## src/sv/assert_macros.svh

```systemverilog
// Assertion macros used by the segmenter RTL.
`ifndef ASSERT_MACROS_SVH
`define ASSERT_MACROS_SVH
`ifndef SYNTHESIS
`define ASSERT_IMPLY(lbl, clk, rstn, ante, cons) \
  lbl: assert property (@(posedge clk) disable iff (!rstn) (ante) |-> (cons)) \
    else $error("implication check failed");
`define ASSERT_NEXT(lbl, clk, rstn, ante, cons) \
  lbl: assert property (@(posedge clk) disable iff (!rstn) (ante) |=> (cons)) \
    else $error("next-cycle check failed");
`else
`define ASSERT_IMPLY(lbl, clk, rstn, ante, cons)
`define ASSERT_NEXT(lbl, clk, rstn, ante, cons)
`endif
`endif

```

## src/sv/tfs_pkg.sv

```systemverilog
// Types and constants of the transport frame segmenter.
package tfs_pkg;

  localparam int unsigned IdW    = 11;
  localparam int unsigned ByteW  = 8;
  localparam int unsigned FrameW = 64;
  localparam int unsigned FlenW  = 4;
  localparam int unsigned FillW  = 3;
  localparam int unsigned SeqW   = 4;
  localparam int unsigned StoreLanes = 7;

  localparam logic [ByteW-1:0] FIRST_FRAME_PCI  = 8'h10;
  localparam logic [ByteW-1:0] CONSEC_FRAME_PCI = 8'h20;
  localparam logic [ByteW-1:0] FIRST_CONSEC_PCI = 8'h21;
  localparam logic [SeqW-1:0]  SeqReset         = FIRST_CONSEC_PCI[SeqW-1:0];

  localparam logic [ByteW-1:0] SingleLimit = 8'd7;
  localparam logic [ByteW-1:0] FfDataBytes = 8'd6;
  localparam logic [FlenW-1:0] FfFillBytes = 4'd6;
  localparam logic [FlenW-1:0] CfFillBytes = 4'd7;
  localparam logic [FlenW-1:0] MaxFrameLen = 4'd8;

  typedef struct packed {
    logic [IdW-1:0]    id;
    logic [FrameW-1:0] bytes;
    logic [FlenW-1:0]  length;
    logic              last;
  } frame_t;

  typedef struct packed {
    logic main_valid;
    logic skid_valid;
  } buf_status_t;

endpackage

```

## src/sv/tfs_intf.sv

```systemverilog
// Handshake interfaces for the input, result and configuration channels.
interface tfs_in_if;
  import tfs_pkg::*;
  logic             valid;
  logic             ready;
  logic [ByteW-1:0] payload_byte;
  logic [ByteW-1:0] message_length;
  modport source (output valid, payload_byte, message_length, input ready);
  modport sink (input valid, payload_byte, message_length, output ready);
endinterface

interface tfs_out_if;
  import tfs_pkg::*;
  logic              valid;
  logic              ready;
  logic [IdW-1:0]    frame_id;
  logic [FrameW-1:0] frame_bytes;
  logic [FlenW-1:0]  frame_length;
  logic              last_frame;
  modport source (output valid, frame_id, frame_bytes, frame_length, last_frame,
                  input ready);
  modport sink (input valid, frame_id, frame_bytes, frame_length, last_frame,
                output ready);
endinterface

interface tfs_cfg_if;
  import tfs_pkg::*;
  logic           valid;
  logic           ready;
  logic [IdW-1:0] target_id;
  modport source (output valid, target_id, input ready);
  modport sink (input valid, target_id, output ready);
endinterface

```

## src/sv/tfs_core.sv

```systemverilog
// Segmentation state and per-byte frame assembly.
module tfs_core (
  input  logic                      clk_i,
  input  logic                      rst_ni,
  input  logic                      accept_i,
  input  logic [tfs_pkg::ByteW-1:0] payload_byte_i,
  input  logic [tfs_pkg::ByteW-1:0] message_length_i,
  input  logic [tfs_pkg::IdW-1:0]   target_id_i,
  output logic                      res_valid_o,
  output tfs_pkg::frame_t           res_o
);
  import tfs_pkg::*;

  logic [ByteW-1:0]                  bytes_taken_q;
  logic [StoreLanes-1:0][ByteW-1:0]  store_q, store_ins;
  logic [FillW-1:0]                  fill_q;
  logic [SeqW-1:0]                   seq_q;

  logic [ByteW-1:0] count;
  logic             ends;
  logic [FlenW-1:0] n, n_p1, flen_var;
  logic             is_single, use_ff, use_cf, emit;

  always_comb begin
    for (int k = 0; k < StoreLanes; k++) begin
      store_ins[k] = store_q[k] | ((fill_q == FillW'(k)) ? payload_byte_i : '0);
    end
  end

  assign count     = bytes_taken_q + 8'd1;
  assign ends      = (count >= message_length_i) || (count == '0);
  assign n         = {1'b0, fill_q} + 4'd1;
  assign n_p1      = n + 4'd1;
  assign flen_var  = (n_p1 > MaxFrameLen) ? MaxFrameLen : n_p1;
  assign is_single = message_length_i < SingleLimit;
  assign use_ff    = !is_single && (bytes_taken_q < FfDataBytes) && (n >= FfFillBytes);
  assign use_cf    = !is_single && (bytes_taken_q >= FfDataBytes)
                     && ((n >= CfFillBytes) || ends);
  assign emit      = ends || use_ff || use_cf;

  assign res_valid_o = accept_i && emit;

  always_comb begin
    res_o.id   = target_id_i;
    res_o.last = ends;
    if (use_ff) begin
      res_o.bytes  = {store_ins[5:0], message_length_i, FIRST_FRAME_PCI};
      res_o.length = MaxFrameLen;
    end else if (use_cf) begin
      res_o.bytes  = {store_ins, CONSEC_FRAME_PCI | {4'b0, seq_q}};
      res_o.length = flen_var;
    end else begin
      // Single frame, also used when a message ends without any other frame.
      res_o.bytes  = {store_ins, 4'b0, n};
      res_o.length = flen_var;
    end
  end

  always_ff @(posedge clk_i or negedge rst_ni) begin
    if (!rst_ni) begin
      bytes_taken_q <= '0;
      store_q       <= '0;
      fill_q        <= '0;
      seq_q         <= SeqReset;
    end else if (accept_i) begin
      if (ends) begin
        bytes_taken_q <= '0;
        store_q       <= '0;
        fill_q        <= '0;
        seq_q         <= SeqReset;
      end else begin
        bytes_taken_q <= count;
        if (emit) begin
          store_q <= '0;
          fill_q  <= '0;
        end else begin
          store_q <= store_ins;
          fill_q  <= n[FillW-1:0];
        end
        if (use_cf) begin
          seq_q <= seq_q + 4'd1;
        end
      end
    end
  end

endmodule

```

## src/sv/tfs_out_buf.sv

```systemverilog
// Two-slot result register: output stage plus skid slot.
module tfs_out_buf (
  input  logic                 clk_i,
  input  logic                 rst_ni,
  input  logic                 push_i,
  input  tfs_pkg::frame_t      data_i,
  output tfs_pkg::buf_status_t status_o,
  tfs_out_if.source            out_o
);
  import tfs_pkg::*;

  logic   main_valid_q, skid_valid_q;
  frame_t main_q, skid_q;
  logic   pop;

  assign pop = main_valid_q && out_o.ready;

  always_ff @(posedge clk_i or negedge rst_ni) begin
    if (!rst_ni) begin
      main_valid_q <= 1'b0;
      skid_valid_q <= 1'b0;
    end else if (skid_valid_q) begin
      if (pop) begin
        main_valid_q <= 1'b1;
        skid_valid_q <= 1'b0;
      end
    end else if (push_i) begin
      if (!main_valid_q || pop) begin
        main_valid_q <= 1'b1;
      end else begin
        skid_valid_q <= 1'b1;
      end
    end else if (pop) begin
      main_valid_q <= 1'b0;
    end
  end

  always_ff @(posedge clk_i) begin
    if (skid_valid_q) begin
      if (pop) begin
        main_q <= skid_q;
      end
    end else if (push_i) begin
      if (!main_valid_q || pop) begin
        main_q <= data_i;
      end else begin
        skid_q <= data_i;
      end
    end
  end

  assign out_o.valid        = main_valid_q;
  assign out_o.frame_id     = main_q.id;
  assign out_o.frame_bytes  = main_q.bytes;
  assign out_o.frame_length = main_q.length;
  assign out_o.last_frame   = main_q.last;

  assign status_o.main_valid = main_valid_q;
  assign status_o.skid_valid = skid_valid_q;

endmodule

```

## src/sv/transport_frame_segmenter.sv

```systemverilog
// Transport frame segmenter: splits a byte stream into CAN-style transport frames.
// Throughput is one payload item per cycle while the skid slot is free; the segmentation state updates on accept.
// A frame is registered on the edge that accepts its completing byte, into the output
// stage or, if that holds a frame not taken, the skid slot. A skid slot keeps input open while a
// finished frame waits. Reset clears the message state, the target id and the buffer.
`include "assert_macros.svh"

module transport_frame_segmenter (
  input  logic        clk_i,
  input  logic        rst_ni,
  tfs_in_if.sink      in_i,
  tfs_cfg_if.sink     cfg_i,
  tfs_out_if.source   out_o
);
  import tfs_pkg::*;

  // Identifier placed on every frame. The user must write it only while the block is idle; nothing enforces it.
  logic [IdW-1:0] target_id_q;

  logic        accept;
  logic        res_valid;
  frame_t      res;
  buf_status_t buf_status;

  // Configuration is always taken.
  assign cfg_i.ready = 1'b1;

  always_ff @(posedge clk_i or negedge rst_ni) begin
    if (!rst_ni) begin
      target_id_q <= '0;
    end else if (cfg_i.valid) begin
      target_id_q <= cfg_i.target_id;
    end
  end

  // Input is open as long as the skid slot is free, so a byte can enter
  // even while the output stage holds a frame that has not been taken.
  assign in_i.ready = !buf_status.skid_valid;
  assign accept     = in_i.valid && in_i.ready;

  // Per-byte assembly: the state registers and the frame builder.
  tfs_core u_core (
    .clk_i           (clk_i),
    .rst_ni          (rst_ni),
    .accept_i        (accept),
    .payload_byte_i  (in_i.payload_byte),
    .message_length_i(in_i.message_length),
    .target_id_i     (target_id_q),
    .res_valid_o     (res_valid),
    .res_o           (res)
  );

  // Result register with a skid slot behind it.
  tfs_out_buf u_out_buf (
    .clk_i   (clk_i),
    .rst_ni  (rst_ni),
    .push_i  (res_valid),
    .data_i  (res),
    .status_o(buf_status),
    .out_o   (out_o)
  );

  // The skid slot only fills behind an occupied output stage.
  `ASSERT_IMPLY(a_skid_behind_main, clk_i, rst_ni, buf_status.skid_valid, buf_status.main_valid)
  // A frame that does not end the message is always a full eight bytes.
  `ASSERT_IMPLY(a_mid_frame_full, clk_i, rst_ni, res_valid && !res.last, res.length == MaxFrameLen)
  // Every frame carries a header byte and at least one payload byte.
  `ASSERT_IMPLY(a_frame_len_range, clk_i, rst_ni, res_valid, res.length >= 4'd2 && res.length <= MaxFrameLen)
  // A waiting skid entry keeps the output stage valid in the next cycle.
  `ASSERT_NEXT(a_skid_drains, clk_i, rst_ni, buf_status.skid_valid, buf_status.main_valid)

endmodule

```

## src/flat_wrapper.sv

```systemverilog
// flat-port wrapper written by rule: the top's interface ports become plain ports
module transport_frame_segmenter_flat import tfs_pkg::*;
  (clk_i, rst_ni, in_i_valid, in_i_payload_byte, in_i_message_length, in_i_ready, cfg_i_valid, cfg_i_target_id, cfg_i_ready, out_o_valid, out_o_frame_id, out_o_frame_bytes, out_o_frame_length, out_o_last_frame, out_o_ready);
  tfs_in_if in_i_i ();
  tfs_cfg_if cfg_i_i ();
  tfs_out_if out_o_i ();
  input  logic clk_i;
  input  logic rst_ni;
  input wire logic [$bits(in_i_i.valid)-1:0] in_i_valid;
  input wire logic [$bits(in_i_i.payload_byte)-1:0] in_i_payload_byte;
  input wire logic [$bits(in_i_i.message_length)-1:0] in_i_message_length;
  output wire logic [$bits(in_i_i.ready)-1:0] in_i_ready;
  input wire logic [$bits(cfg_i_i.valid)-1:0] cfg_i_valid;
  input wire logic [$bits(cfg_i_i.target_id)-1:0] cfg_i_target_id;
  output wire logic [$bits(cfg_i_i.ready)-1:0] cfg_i_ready;
  output wire logic [$bits(out_o_i.valid)-1:0] out_o_valid;
  output wire logic [$bits(out_o_i.frame_id)-1:0] out_o_frame_id;
  output wire logic [$bits(out_o_i.frame_bytes)-1:0] out_o_frame_bytes;
  output wire logic [$bits(out_o_i.frame_length)-1:0] out_o_frame_length;
  output wire logic [$bits(out_o_i.last_frame)-1:0] out_o_last_frame;
  input wire logic [$bits(out_o_i.ready)-1:0] out_o_ready;
  assign in_i_i.valid = in_i_valid;
  assign in_i_i.payload_byte = in_i_payload_byte;
  assign in_i_i.message_length = in_i_message_length;
  assign in_i_ready = in_i_i.ready;
  assign cfg_i_i.valid = cfg_i_valid;
  assign cfg_i_i.target_id = cfg_i_target_id;
  assign cfg_i_ready = cfg_i_i.ready;
  assign out_o_valid = out_o_i.valid;
  assign out_o_frame_id = out_o_i.frame_id;
  assign out_o_frame_bytes = out_o_i.frame_bytes;
  assign out_o_frame_length = out_o_i.frame_length;
  assign out_o_last_frame = out_o_i.last_frame;
  assign out_o_i.ready = out_o_ready;
  transport_frame_segmenter u_core (.clk_i(clk_i), .rst_ni(rst_ni), .in_i(in_i_i), .cfg_i(cfg_i_i), .out_o(out_o_i));
endmodule
```

## config.mk

```make
export PLATFORM = sky130hd
export DESIGN_NAME = transport_frame_segmenter_flat
export DESIGN_NICKNAME = d
export VERILOG_FILES = /design/src/sv/tfs_pkg.sv /design/src/sv/tfs_intf.sv /design/src/sv/tfs_core.sv /design/src/sv/tfs_out_buf.sv /design/src/sv/transport_frame_segmenter.sv /design/src/flat_wrapper.sv
export VERILOG_INCLUDE_DIRS = /design/src /design/src/sv
export SDC_FILE = /design/constraint.sdc
export NUM_CORES = 1
export LEC_CHECK = 0
export BUFFER_PORTS_ARGS = -buffer_cell sky130_fd_sc_hd__buf_2
export CORE_AREA = 2 2 191 193
export CTS_BUF_LIST = sky130_fd_sc_hd__clkbuf_8
export DETAILED_ROUTE_END_ITERATION = 8
export DIE_AREA = 0 0 193 195
export PLACE_DENSITY = 0.49
export RECOVER_POWER = 25
export SLEW_MARGIN = 10
export SYNTH_ARGS = -nofsm -noshare
export SYNTH_HDL_FRONTEND = slang
export SYNTH_SLANG_ARGS = --single-unit
```

## constraint.sdc

```tcl
create_clock -name clk_i -period 8.7 [get_ports clk_i]
set_input_delay 0.87 -clock clk_i [delete_from_list [all_inputs] [get_ports clk_i]]
set_output_delay 0.87 -clock clk_i [all_outputs]
set_load 0.01 [all_outputs]
```

==> reports/results.txt <==
WL/cell - 17.9 um
flop-to-flop setup slack - 3.77 ns
pin count of the biggest net entering global routing - 83
Seq/Total Area, Yosys - 64.2%
root buf cell - clkbuf_8
cts hold-fix bufs - 0
hold path depth - 0
#FFs+latches synth - 240
P per Cell Area - 398 nW/um2
total number of vias - 6907
DRC - 0
GP Congestion - 0.750
IO Count - 115
Fmax - 203 MHz
area delta synth->final - 16.4%
CP Launch Type - flop
count of input and output buffers - 111
status - complete, but fails checks
critical path peak fanout - 58
Syn Std Cell Area - 10600 um2
Synth top cells by count - 171 x nor2_1, 156 x edfxtp_1, 83 x dfrtp_1
Iter 0 DRT Violations - 442
Hold Vio Cnt, Final - 0
Worst Path Required - 8.87 ns
# diodes - 0
Slew @ Worst Pin - 3.31 ns
post-synth top area share - 44.3%
Clock Skews - 0.0249 ns
Die Span Y - 195 um
max-slew violations - 87
grt met1 use - 19.3%
Worst slew margin - -121%
gr usage total - 13.8%
vias in the first global route - 7036
H-tree depth - 2
CTS Buf Count - 43
Synth area leaders - edfxtp_1 44%, dfrtp_1 20%, mux2_2 8.7%
Via density - 4.74
Post-CTS Setup Inserts - 0
Max-Cap Viols - 2
M2 GR Usage - 21.9%
final worst path period share - 56.7%
violated checks - max-capacitance violations, max-slew violations
die area - 37600 um2
Initial Util - 29.8%
placed wire-length estimate - 16700 um
worst reg2reg startpoint - u_core.u_core.bytes_taken_q[0]$_DFFE_PN0P_
Max clock buf depth - 3
clk slew on worst S/H paths - 0.06 ns
critical path data arrival time - 5.10 ns
first-pass GRT wire length - 40600 um
Reg2Reg Depth - 13
worst skew pair latency - 0.56 ns
largest area contributor in the netlist - edfxtp_1
Total Power - 0.00490 W
RSZ-0062 raised after global routing - false
Setup-failing EPs final - 0
area of the core - 35400 um2
Post-synth EDFFs - 156
initial antenna violation count - 0
r2r endpoint - u_core.u_out_buf.out_o.frame_bytes[45]$_DFFE_PP_
FP Rows - 69
layout cells sized above 1 - 24.7%
Tmin final - 4.93 ns
synth warn - 0
endpoint class of the critical path - flop
post-synthesis cell type count - 52
grt ovf - 0
critical path class - flop to flop
hold path start - u_core.target_id_q[0]$_DFFE_PN0P_
most common cell in the netlist - nor2_1
maximum VDD drop - 0.000166 V
die width - 193 um
Syn Inst Count - 849
Layout Nets - 1013
setup TNS - 0 ns
CTS resizes - 0
# clock sinks - 240
busiest layer in global routing - met2
M3 GR Usage - 2.75%
CTS tree - yes
worst hold-check path type - flop to flop
Routed WL - 26100 um
worst hold endpoint - u_core.u_out_buf.skid_q[69]$_DFFE_PP_
Final ANT Viol Nets - 0
Leak - 4.94 nW
Avg Cell Area, Syn - 12.4 um2
Async S/R FF share, synth - 35.0%
Initial DRT Pass Iterations - 5
Top FF cell, synth - edfxtp_1
==> routing by layer <==
metal	wire [um]	vias to the layer above	part of all wire [%]
li1	-	3295	-
met5	0	-	0
met4	485	0	1.9
met1	12200	3405	47
met2	12100	167	47
met3	1250	40	4.8
==> critical path, stage by stage, from the launching register on <==
cell and delay [ns]:
dfrtp_1 0.46, ha_1 0.27, nand2_1 0.07, nor2_1 0.05, xnor2_1 0.34, inv_1 0.08
ha_1 0.31, o2111ai_1 0.15, o21a_1 0.34, a31oi_4 0.19, buf_4 0.55, a21oi_1 0.15
nor2_4 0.85, buf_4 0.61
==> how the worst max path moves through the flow <==
stage                     slack [ns]                                        from  cells past startpoint                                                to
after floorplan                 2.57  u_core.u_core.bytes_taken_q[0]$_DFFE_PN0P_                     12   u_core.u_out_buf.out_o.frame_bytes[0]$_DFFE_PP_
after global placement          3.72                      in_i_message_length[7]                     12  u_core.u_out_buf.out_o.frame_bytes[29]$_DFFE_PP_
after detailed placement        3.67                      in_i_message_length[6]                     12  u_core.u_out_buf.out_o.frame_bytes[28]$_DFFE_PP_
after CTS                       3.67         u_core.u_core.fill_q[2]$_DFFE_PN0P_                     13  u_core.u_out_buf.out_o.frame_bytes[42]$_DFFE_PP_
after global routing            3.25                                      rst_ni                      2             u_core.u_core.store_q[54]$_DFFE_PN0P_
final                           3.77  u_core.u_core.bytes_taken_q[0]$_DFFE_PN0P_                     13  u_core.u_out_buf.out_o.frame_bytes[45]$_DFFE_PP_
==> cell families (layout without fill, tap and decap cells) <==
group / after synthesis / count (layout) / share of synthesized area (%)
buffers and inverters: 80 / 227 / 3.24
muxes: 87 / 87 / 9.21
adders and majority gates: 19 / 19 / 2.25
AOI/OAI and AO/OA: 176 / 176 / 11.2
other: 2 / 3 / 0.0711
DFF: 240 / 240 / 64.2
and+or+nand+nor: 238 / 238 / 9.24
xor gates and xnor gates: 7 / 7 / 0.580
==> through the flow <==
step	cell area [um2]	hold WS (ns)	setup WS (ns)	std cells	utilization [%]
2_1_floorplan	10600	0.439	2.57	850	-
4_1_cts	12300	0.233	3.67	1458	34.8
5_1_grt	12300	0.495	3.25	1458	34.7
3_5_place_dp	11500	0.461	3.67	1378	32.6
3_3_place_gp	11500	0.455	3.72	1378	32.6
6_report	12300	0.472	3.77	1458	34.7
==> layout by cell type (no fill, tap or decap), drive strengths merged, types with 5 or more instances in the layout <==
master	n
dfrtp	83
nand2	35
edfxtp	156
inv	44
xnor2	5
mux2i	5
clkinv	19
buf	92
o21ai	21
a211oi	8
o22ai	10
mux2	82
o2bb2ai	40
o31ai	8
nand3	10
clkbuf	70
a21oi	70
a31oi	5
nor2	171
ha	19
==> power breakdown <==
group          total (W)  switching (W)  internal, W
registers        0.00200       0.000202      0.00180
clock network   0.000977       0.000474     0.000503
logic            0.00192        0.00121     0.000709
total            0.00490        0.00189      0.00301
==> registers in the layout, indices dropped and copies added, names as in the netlist <==
register and flops:
u_core.u_out_buf.out_o.frame_id 11, u_core.u_core.bytes_taken_q 8, u_core.u_out_buf.out_o.valid 1, u_core.u_core.store_q 56, u_core.u_out_buf.out_o.frame_length 4, u_core.u_out_buf.skid_q 78
u_core.u_out_buf.out_o.last_frame 1, u_core.target_id_q 11, u_core.u_core.seq_q 4, u_core.u_out_buf.skid_valid_q 1, u_core.u_core.fill_q 3, u_core.u_out_buf.out_o.frame_bytes 62
==> area by class of cell <==
class / count / area, um2
Sequential cell: 240 / 6790
Clock buffer: 44 / 606
Multi-Input combinational cell: 530 / 3460
Inverter: 29 / 109
Fill cell: 3587 / 23100
Clock inverter: 36 / 180
Timing Repair Buffer: 118 / 573
Tap cell: 461 / 577
Power figures use the tool's default switching activity.
